$ cat src/simple_risc_instruction_execute_macros.svh
// Assertion macros shared by the instruction execute block.
`ifndef SIMPLE_RISC_INSTRUCTION_EXECUTE_MACROS_SVH
`define SIMPLE_RISC_INSTRUCTION_EXECUTE_MACROS_SVH

`ifndef SYNTHESIS

// Same-cycle implication, checked on every clock edge outside reset.
`define SRIE_ASSERT_NOW(label, ante, cons) \
  label: assert property (@(posedge clk) disable iff (!rst_n) (ante) |-> (cons)) \
    else $error("srie: same-cycle check failed");

// Next-cycle implication, checked on every clock edge outside reset.
`define SRIE_ASSERT_NEXT(label, ante, cons) \
  label: assert property (@(posedge clk) disable iff (!rst_n) (ante) |=> (cons)) \
    else $error("srie: next-cycle check failed");

`else

`define SRIE_ASSERT_NOW(label, ante, cons)
`define SRIE_ASSERT_NEXT(label, ante, cons)

`endif

`endif

$ cat src/srie_pkg.sv
// Types and constants of the instruction execute block.
package srie_pkg;

  localparam logic [4:0] OP_ADD = 5'd0;
  localparam logic [4:0] OP_SUB = 5'd1;
  localparam logic [4:0] OP_LSF = 5'd2;
  localparam logic [4:0] OP_RSF = 5'd3;
  localparam logic [4:0] OP_AND = 5'd4;
  localparam logic [4:0] OP_OR  = 5'd5;
  localparam logic [4:0] OP_XOR = 5'd6;
  localparam logic [4:0] OP_LHI = 5'd7;
  localparam logic [4:0] OP_LD  = 5'd8;
  localparam logic [4:0] OP_ST  = 5'd9;
  localparam logic [4:0] OP_JLT = 5'd16;
  localparam logic [4:0] OP_JLE = 5'd17;
  localparam logic [4:0] OP_JEQ = 5'd18;
  localparam logic [4:0] OP_JNE = 5'd19;
  localparam logic [4:0] OP_JIN = 5'd20;
  localparam logic [4:0] OP_HLT = 5'd24;

  localparam logic [2:0] IMM_SEL  = 3'd1;
  localparam logic [2:0] LINK_REG = 3'd7;

  localparam int NUM_REGS = 8;

  typedef struct packed {
    logic signed [15:0] immediate;
    logic [2:0]         source_b_reg;
    logic [2:0]         source_a_reg;
    logic [2:0]         dest_reg;
    logic [4:0]         opcode;
  } instr_t;

  typedef struct packed {
    logic [15:0] npc;
    logic [31:0] a;
    logic [31:0] b;
    logic        halted;
    logic        wr_en;
    logic [2:0]  wr_addr;
    logic [31:0] wr_data;
    logic        mem_we;
    logic        mem_re;
    logic        ld_wb;
  } exec_res_t;

  typedef struct packed {
    logic we;
    logic re;
  } dmem_cmd_t;

endpackage

$ cat src/srie_exec.sv
// Execute logic: operand select, ALU, branch decision and writeback selection.
module srie_exec #(
  parameter int MEM_WORDS = 4096
) (
  input  srie_pkg::instr_t    ins,
  input  logic [31:0]         rd_a,
  input  logic [31:0]         rd_b,
  input  logic [15:0]         pc,
  output srie_pkg::exec_res_t res
);

  localparam logic [31:0] MEM_LIMIT = 32'(MEM_WORDS);

  logic [31:0] imm32;
  logic [31:0] opa;
  logic [31:0] opb;
  logic [31:0] alu;
  logic        dst_wr;
  logic        taken;

  assign imm32  = {{16{ins.immediate[15]}}, ins.immediate};
  assign opa    = (ins.source_a_reg == srie_pkg::IMM_SEL) ? imm32 : rd_a;
  assign opb    = (ins.source_b_reg == srie_pkg::IMM_SEL) ? imm32 : rd_b;
  assign dst_wr = (ins.dest_reg != 3'd0) && (ins.dest_reg != srie_pkg::IMM_SEL);

  always_comb begin
    case (ins.opcode)
      srie_pkg::OP_ADD: alu = opa + opb;
      srie_pkg::OP_SUB: alu = opa - opb;
      srie_pkg::OP_LSF: alu = opa << opb[4:0];
      srie_pkg::OP_RSF: alu = 32'($signed(opa) >>> opb[4:0]);
      srie_pkg::OP_AND: alu = opa & opb;
      srie_pkg::OP_OR:  alu = opa | opb;
      default:          alu = opa ^ opb;
    endcase
  end

  always_comb begin
    case (ins.opcode)
      srie_pkg::OP_JLT: taken = $signed(opa) < $signed(opb);
      srie_pkg::OP_JLE: taken = $signed(opa) <= $signed(opb);
      srie_pkg::OP_JEQ: taken = opa == opb;
      default:          taken = opa != opb;
    endcase
  end

  always_comb begin
    res     = '0;
    res.npc = pc + 16'd1;
    case (ins.opcode)
      srie_pkg::OP_ADD, srie_pkg::OP_SUB, srie_pkg::OP_LSF, srie_pkg::OP_RSF,
      srie_pkg::OP_AND, srie_pkg::OP_OR, srie_pkg::OP_XOR: begin
        res.a       = opa;
        res.b       = opb;
        res.wr_en   = dst_wr;
        res.wr_addr = ins.dest_reg;
        res.wr_data = alu;
      end
      srie_pkg::OP_LHI: begin
        // rd_a was read at the destination; keep its low half
        res.a       = {ins.immediate, 16'h0000};
        res.wr_en   = dst_wr;
        res.wr_addr = ins.dest_reg;
        res.wr_data = {ins.immediate, rd_a[15:0]};
      end
      srie_pkg::OP_LD: begin
        res.b      = opb;
        res.mem_re = opb < MEM_LIMIT;
        res.ld_wb  = (opb < MEM_LIMIT) && dst_wr;
      end
      srie_pkg::OP_ST: begin
        res.a      = opa;
        res.b      = opb;
        res.mem_we = opb < MEM_LIMIT;
      end
      srie_pkg::OP_JLT, srie_pkg::OP_JLE, srie_pkg::OP_JEQ, srie_pkg::OP_JNE: begin
        res.a = opa;
        res.b = opb;
        if (taken) begin
          res.wr_en   = 1'b1;
          res.wr_addr = srie_pkg::LINK_REG;
          res.wr_data = {16'h0000, pc};
          res.npc     = ins.immediate;
        end
      end
      srie_pkg::OP_JIN: begin
        res.a       = opa;
        res.wr_en   = 1'b1;
        res.wr_addr = srie_pkg::LINK_REG;
        res.wr_data = {16'h0000, pc};
        if (opa < MEM_LIMIT) begin
          res.npc = opa[15:0];
        end
      end
      srie_pkg::OP_HLT: begin
        res.npc    = pc;
        res.halted = 1'b1;
      end
      default: begin
        res.npc = pc + 16'd1;
      end
    endcase
  end

endmodule

$ cat config.mk
export PLATFORM = sky130hd
export DESIGN_NAME = srie_exec
export DESIGN_NICKNAME = d
export VERILOG_FILES = /design/src/simple_risc_instruction_execute_macros.svh /design/src/srie_pkg.sv /design/src/srie_exec.sv
export SDC_FILE = /design/constraint.sdc
export NUM_CORES = 1
export LEC_CHECK = 0
export BUFFER_PORTS_ARGS = -buffer_cell sky130_fd_sc_hd__buf_2
export CELL_PAD_IN_SITES_DETAIL_PLACEMENT = 2
export CELL_PAD_IN_SITES_GLOBAL_PLACEMENT = 2
export CORE_AREA = 2 2 183 185
export DETAILED_ROUTE_END_ITERATION = 10
export DIE_AREA = 0 0 185 187
export PLACE_DENSITY = 0.86
export SLEW_MARGIN = 30
export SYNTH_ARGS = -nofsm -noshare
export SYNTH_HDL_FRONTEND = slang
export SYNTH_SLANG_ARGS = --single-unit
$ cat constraint.sdc
create_clock -name vclk -period 8.1
set_clock_uncertainty 0.05 [all_clocks]
set_input_delay 0.81 -clock vclk [all_inputs]
set_output_delay 0.81 -clock vclk [all_outputs]
set_load 0.01 [all_outputs]
# After elaboration in Yosys (flattened, before gate mapping)
# Cells that the tools add are included.
# Widths: inputs -> output; s select.
# word_totals
reg_bits,0
inputBits,110
out_inout_bits,120
elab_cells,54
# op_classes
n_addsub,3
n_lt_le_gt_ge,4
eq_ne,20
n_shift,2
mux,14
bitwise,3
reduce_logical,8
# op_table
op,count
$pmux 32 s6,1
$pmux 36 s4,1
$mux 32,3
$lt 32x13->1 const B,2
$pmux 32 s2,1
$pmux 16 s3,1
$mux 36,1
$add 32x32->32,1
$and 32x32->32,1
$eq 32x32->1,1
$le 32x32->1,1
$lt 32x32->1,1
$mux 16,2
$ne 32x32->1,1
$or 32x32->32,1
$shl 32x5->32,1
$sshr 32x5->32,1
$sub 32x32->32,1
$xor 32x32->32,1
$eq 5x5->1 const B,6
$reduce_or 13->1,2
$eq 5x3->1 const B,4
$add 16x1->16 const B,1
$eq 5x2->1 const B,2
other kinds (12),16

# Logic depth before layout (Yosys ltp)
# Gate-level depths: netlist of the first run.
# depth
ltp_word,6
mapped_depth,21
mapped_depth_nobuf,15

# Worst setup path before layout of the first run
# Ideal clock, no wire load.
# synth_timing
path_type,input to output
start,in ins[12] (netlist bit)
end,out res[33] (netlist bit)
arrival_time_ns,5.205
t_required_ns,7.240
slack_ns,2.035
cell_stages,18
n_path_buf,5
cell_sequence,or3b_1 > buf_6 > mux2_2 > buf_1 > clkbuf_1 > buf_1 > ha_1 > clkbuf_1 > nor2b_1 > o31ai_1 > o211ai_1 > nand2b_1 > o221ai_1 > a311o_1 > a211o_1 > a2111oi_0 > a31oi_1 > o221ai_1
# synth_rtl
item,line_no,rtl
"start, declared",srie_exec.sv:5,"input srie_pkg::instr_t ins,"
"end, declared",srie_exec.sv:9,output srie_pkg::exec_res_t res

==> results of run 1 <==
[metrics by stage]
stage,util (%),area (µm²),setup slack [ns],hold slack [ns]
after floorplan,-,10900,2.04,1.70
after global placement,37.9,12400,1.34,1.85
after detailed placement,37.9,12400,1.03,1.87
after CTS,37.9,12400,0.999,1.87
after global routing,37.9,12500,0.569,1.88
final,37.9,12500,0.783,1.86
[Yosys cell counts, types with 8 or more instances]
cell       count  area [µm²]
xnor2_1       21         184
a21oi_2       12         105
buf_1         10        37.5
buf_6          8        90.1
a211oi_1      25         188
o211ai_1      35         263
a31oi_1       21         131
or3_1          9        56.3
a21o_1        24         180
a22oi_1       10        75.1
ha_1          90        1130
a221o_1       23         230
o21ai_1       10        50.1
o31ai_1        9        67.6
nor3_1        18        90.1
mux2_2        17         191
nor2_1       184         691
nand3_1       28         140
inv_1         92         345
nand4_1       12        75.1
and3_1        13        81.3
buf_2         16        80.1
o221ai_1      21         184
nor2b_1       11        68.8
a211o_1        8        70.1
o21a_1        14         105
clkbuf_1      89         334
a21oi_1      161         806
o21ai_0      145         726
a221oi_1      17         149
xor2_1        19         166
nand2_1      192         721
a2bb2oi_1     14         123
o22ai_1       11        68.8
a22o_1         8        70.1
mux2i_1      127        1270
[worst max-delay path: cells and delay by family]
family	cells	cell delay, ns
AO/OA/AOI/OAI	8	2.81
adder cells (fa/ha/maj)	1	0.46
buffers and inverters	3	0.58
multiplexers	1	0.66
AND/OR/NAND/NOR	3	1.09
[routing by layer]
layer	vias up	GRT usage (%)	wire, µm
li1	6547	-	-
met4	2	19.0	4050
met5	-	0	13
met2	903	63.5	32300
met3	199	9.97	7880
met1	7781	53.8	30100
[cell families (layout without fill, tap and decap cells)]
| family | after synthesis | in the layout |
|---|---|---|
| adder cells (fa/ha/maj) | 92 | 92 |
| XOR/XNOR | 40 | 40 |
| AO/OA/AOI/OAI | 644 | 644 |
| other | 0 | 5 |
| buffers and inverters | 226 | 379 |
| multiplexers | 160 | 160 |
| AND/OR/NAND/NOR | 521 | 521 |
[layout make-up]
class,instances,area (µm²),share of cell area [%]
multi-input combinational,1457,9970,80.1
timing repair buffer,283,1550,12.4
tap,448,561,4.50
antenna,5,12.5,0.100
inverter,96,363,2.91
[path summary, 6_finish.rpt]
path	start	to	cells past startpoint
max	ins[9]	res[109]	16
min	ins[5]	res[35]	3
==> run metrics, run 1 <==
status finished clean; largest family of logic cells by synthesized area compound AO/OA/AOI/OAI gates; Critical Path RT 7.24 ns; fmax 137 MHz; post-synthesis cell count 1683; fin crit period 7.32 ns; number of global-route vias before repair 15800; cts hold-fix bufs 0; largest net degree at the start of global routing 56; CP dominant cell by count buf_2; CP Launch Type input port; Synth Area in Adders 10.7%; share of cells above drive strength 1 19.7%; Remaining DRCs 0; row cnt 67; Final Wtd Congestion 1.04; complex-gate fraction of the synthesized area 39.5%; RSZ-0062 raised after global routing false; Syn Std Cell Area 0.0109 mm²; syn nets 1885; crit-path cells buf_2, or3b_2, mux2i_1, inv_1, fa_1, nor2b_1, o31ai_1, o211ai_1, nand2b_1, o221ai_1, a311oi_1, o21ai_2, o21ai_1, o21ai_0, a2bb2oi_1, buf_2; CP max stage delay 0.73 ns; initial antenna violation count 7; Nets 2040; Storage cell area 0 µm²; DR vias/cell 6.74; starting DRC count in detailed routing 1767; setup bufs post-CTS 0; Crit Path Max Fanout 12; placed cells 2284; Hold Crit Class input port to output port; Post-Synth Simple-Gate Area 21.5%; die height 187 µm; # clk buffers 0; I/O Buffers 230; total gr overflow 0; post-synthesis mux area share 16.2%; Crit. End Element output port; final WL 74300 µm; post-route setup TNS 0 ns; Pins Over Slew Limit 0; mean routed wirelength per cell 32.5 µm; starting density of the core 33.2%; # IOs 230; DIE AREA 0.0346 mm²; seq_cells 0; Post-Synth XOR/XNOR Area 3.21%; most frequent cells in the layout buf_2 (230), nand2_1 (192), nor2_1 (183); syn_area_per_cell 6.48 µm²; Core ar. 0.0329 mm²; DRT Pass-1 Iters 5; # fillers 4148; Post-CTS Resized 0; Yosys warnings 0; Relative slew margins 27.5%; Via Count 15400; Final period util 90.3%; Final setup viols 0; hpwl dp 59800 µm; most common cell after layout, fill and taps aside buf_2; first-pass GRT wire length 106000 µm; post-route ant nets 0; WS Path Type input port to output port; slowest CP cell or3b_2; die width 185 µm; Worst-Margin Slew 1.06 ns; Max Cap Violations 0; sequential fraction of the synthesis area 0%; Distinct cells, synth 93; Finished Layout Cells 2289; Total GRT Usage 41.2%; Arr. time, crit path 6.46 ns; Hold Vio Cnt, Final 0; Synth-to-Final Area Change 14.3%
==> run 2, diff against run 1 <==
Settings changed: RECOVER_POWER set to 100.
==> run metrics, run 2 (synthesis gave the netlist of run 1 again) <==
DIE AREA 0.0346 mm² (unchanged); Storage cell area 0 µm² (unchanged); Final Wtd Congestion 1.04 (unchanged); post-route ant nets 0 (unchanged); Worst-Margin Slew 2.05 ns (was 1.06 ns); Crit Path Max Fanout 16 (was 12); starting density of the core 33.2% (unchanged); Pins Over Slew Limit 66 (was 0); row cnt 67 (unchanged); starting DRC count in detailed routing 1619 (was 1767); most common cell after layout, fill and taps aside nand2_1 (was buf_2); fmax 134 MHz (was 137 MHz); Core ar. 0.0329 mm² (unchanged); RSZ-0062 raised after global routing false (unchanged); Post-CTS Resized 0 (unchanged); status finished, violations left (was finished clean); Relative slew margins -36.9% (was 27.5%); final WL 74200 µm (was 74300 µm); largest net degree at the start of global routing 56 (unchanged); Synth-to-Final Area Change 13.0% (was 14.3%); Via Count 15400 (about the same); Remaining DRCs 0 (unchanged); Total GRT Usage 41.2% (unchanged); WS Path Type input port to output port (unchanged); number of global-route vias before repair 15800 (unchanged); total gr overflow 0 (unchanged); Final setup viols 0 (unchanged); first-pass GRT wire length 106000 µm (unchanged); Worst Hold Launch ins[5] (unchanged); share of cells above drive strength 1 13.9% (was 19.7%); most frequent cells in the layout nand2_1 (192), nor2_1 (183), a21oi_1 (159) (was buf_2 (230), nand2_1 (192), nor2_1 (183)); Arr. time, crit path 6.61 ns (was 6.46 ns); post-route setup TNS 0 ns (unchanged); CP Launch Type input port (unchanged); # clk buffers 0 (unchanged); Final period util 92.3% (was 90.3%); Nets 2040 (unchanged); hpwl dp 59800 µm (unchanged); # IOs 230 (unchanged); Max Cap Violations 2 (was 0); I/O Buffers 230 (unchanged); Critical Path RT 7.24 ns (about the same); Crit. End Element output port (unchanged); initial antenna violation count 7 (unchanged); die height 187 µm (unchanged); cts hold-fix bufs 0 (unchanged); crit path from ins[12] (was ins[9]); seq_cells 0 (unchanged); die width 185 µm (unchanged); Hold Vio Cnt, Final 0 (unchanged); setup bufs post-CTS 0 (unchanged); DR vias/cell 6.73 (was 6.74); Hold Crit Class input port to output port (unchanged); mean routed wirelength per cell 32.4 µm (was 32.5 µm); failing checks capacitance limit, slew limit; fin crit period 7.47 ns (was 7.32 ns); DRT Pass-1 Iters 5 (unchanged)
## run 2: cell type report
class	instances	area, µm²
inverter	96	363
fill	4189	20500
tap	448	561
antenna	5	12.5
timing repair buffer	283	1410
multi-input combinational	1457	9970
## run 2: worst max-delay path, cell delays in order
cell	delay, ns
buf_2	0.11
or3b_2	0.49
buf_4	0.27
mux2i_1	0.73
inv_1	0.57
ha_1	0.40
o21ai_0	0.65
a21oi_1	0.33
o41ai_1	0.63
a21oi_1	0.19
a41oi_1	0.41
a21oi_1	0.12
a21oi_1	0.22
nor2_1	0.06
o21ai_0	0.38
clkbuf_1	0.21
## run 2: path summary, 6_finish.rpt
path                       to  depth (start not counted)
worst min-delay path  res[35]                          3
worst max-delay path  res[23]                         16
## run 2: per-stage QoR
stage / std cells / hold slack (ns) / setup slack, ns / area, µm² / util [%]
5_1_grt: 2286 / 1.88 / 0.418 / 12300 / 37.5
6_report: 2289 / 1.86 / 0.627 / 12300 / 37.5
4_1_cts: 2284 / 1.87 / 0.999 / 12400 / 37.9
3_5_place_dp: 2284 / 1.87 / 1.03 / 12400 / 37.9
2_1_floorplan: 1683 / 1.70 / 2.04 / 10900 / -
3_3_place_gp: 2284 / 1.85 / 1.34 / 12400 / 37.9
## run 2: routing by layer
metal	part of all wire (%)	GRT usage, %	routed length (µm)	vias up
met3	10	9.97	7470	181
met4	5.3	19.0	3920	2
met2	44	63.5	32400	906
li1	-	-	-	6559
met5	0.018	0	13	-
met1	41	53.8	30400	7749
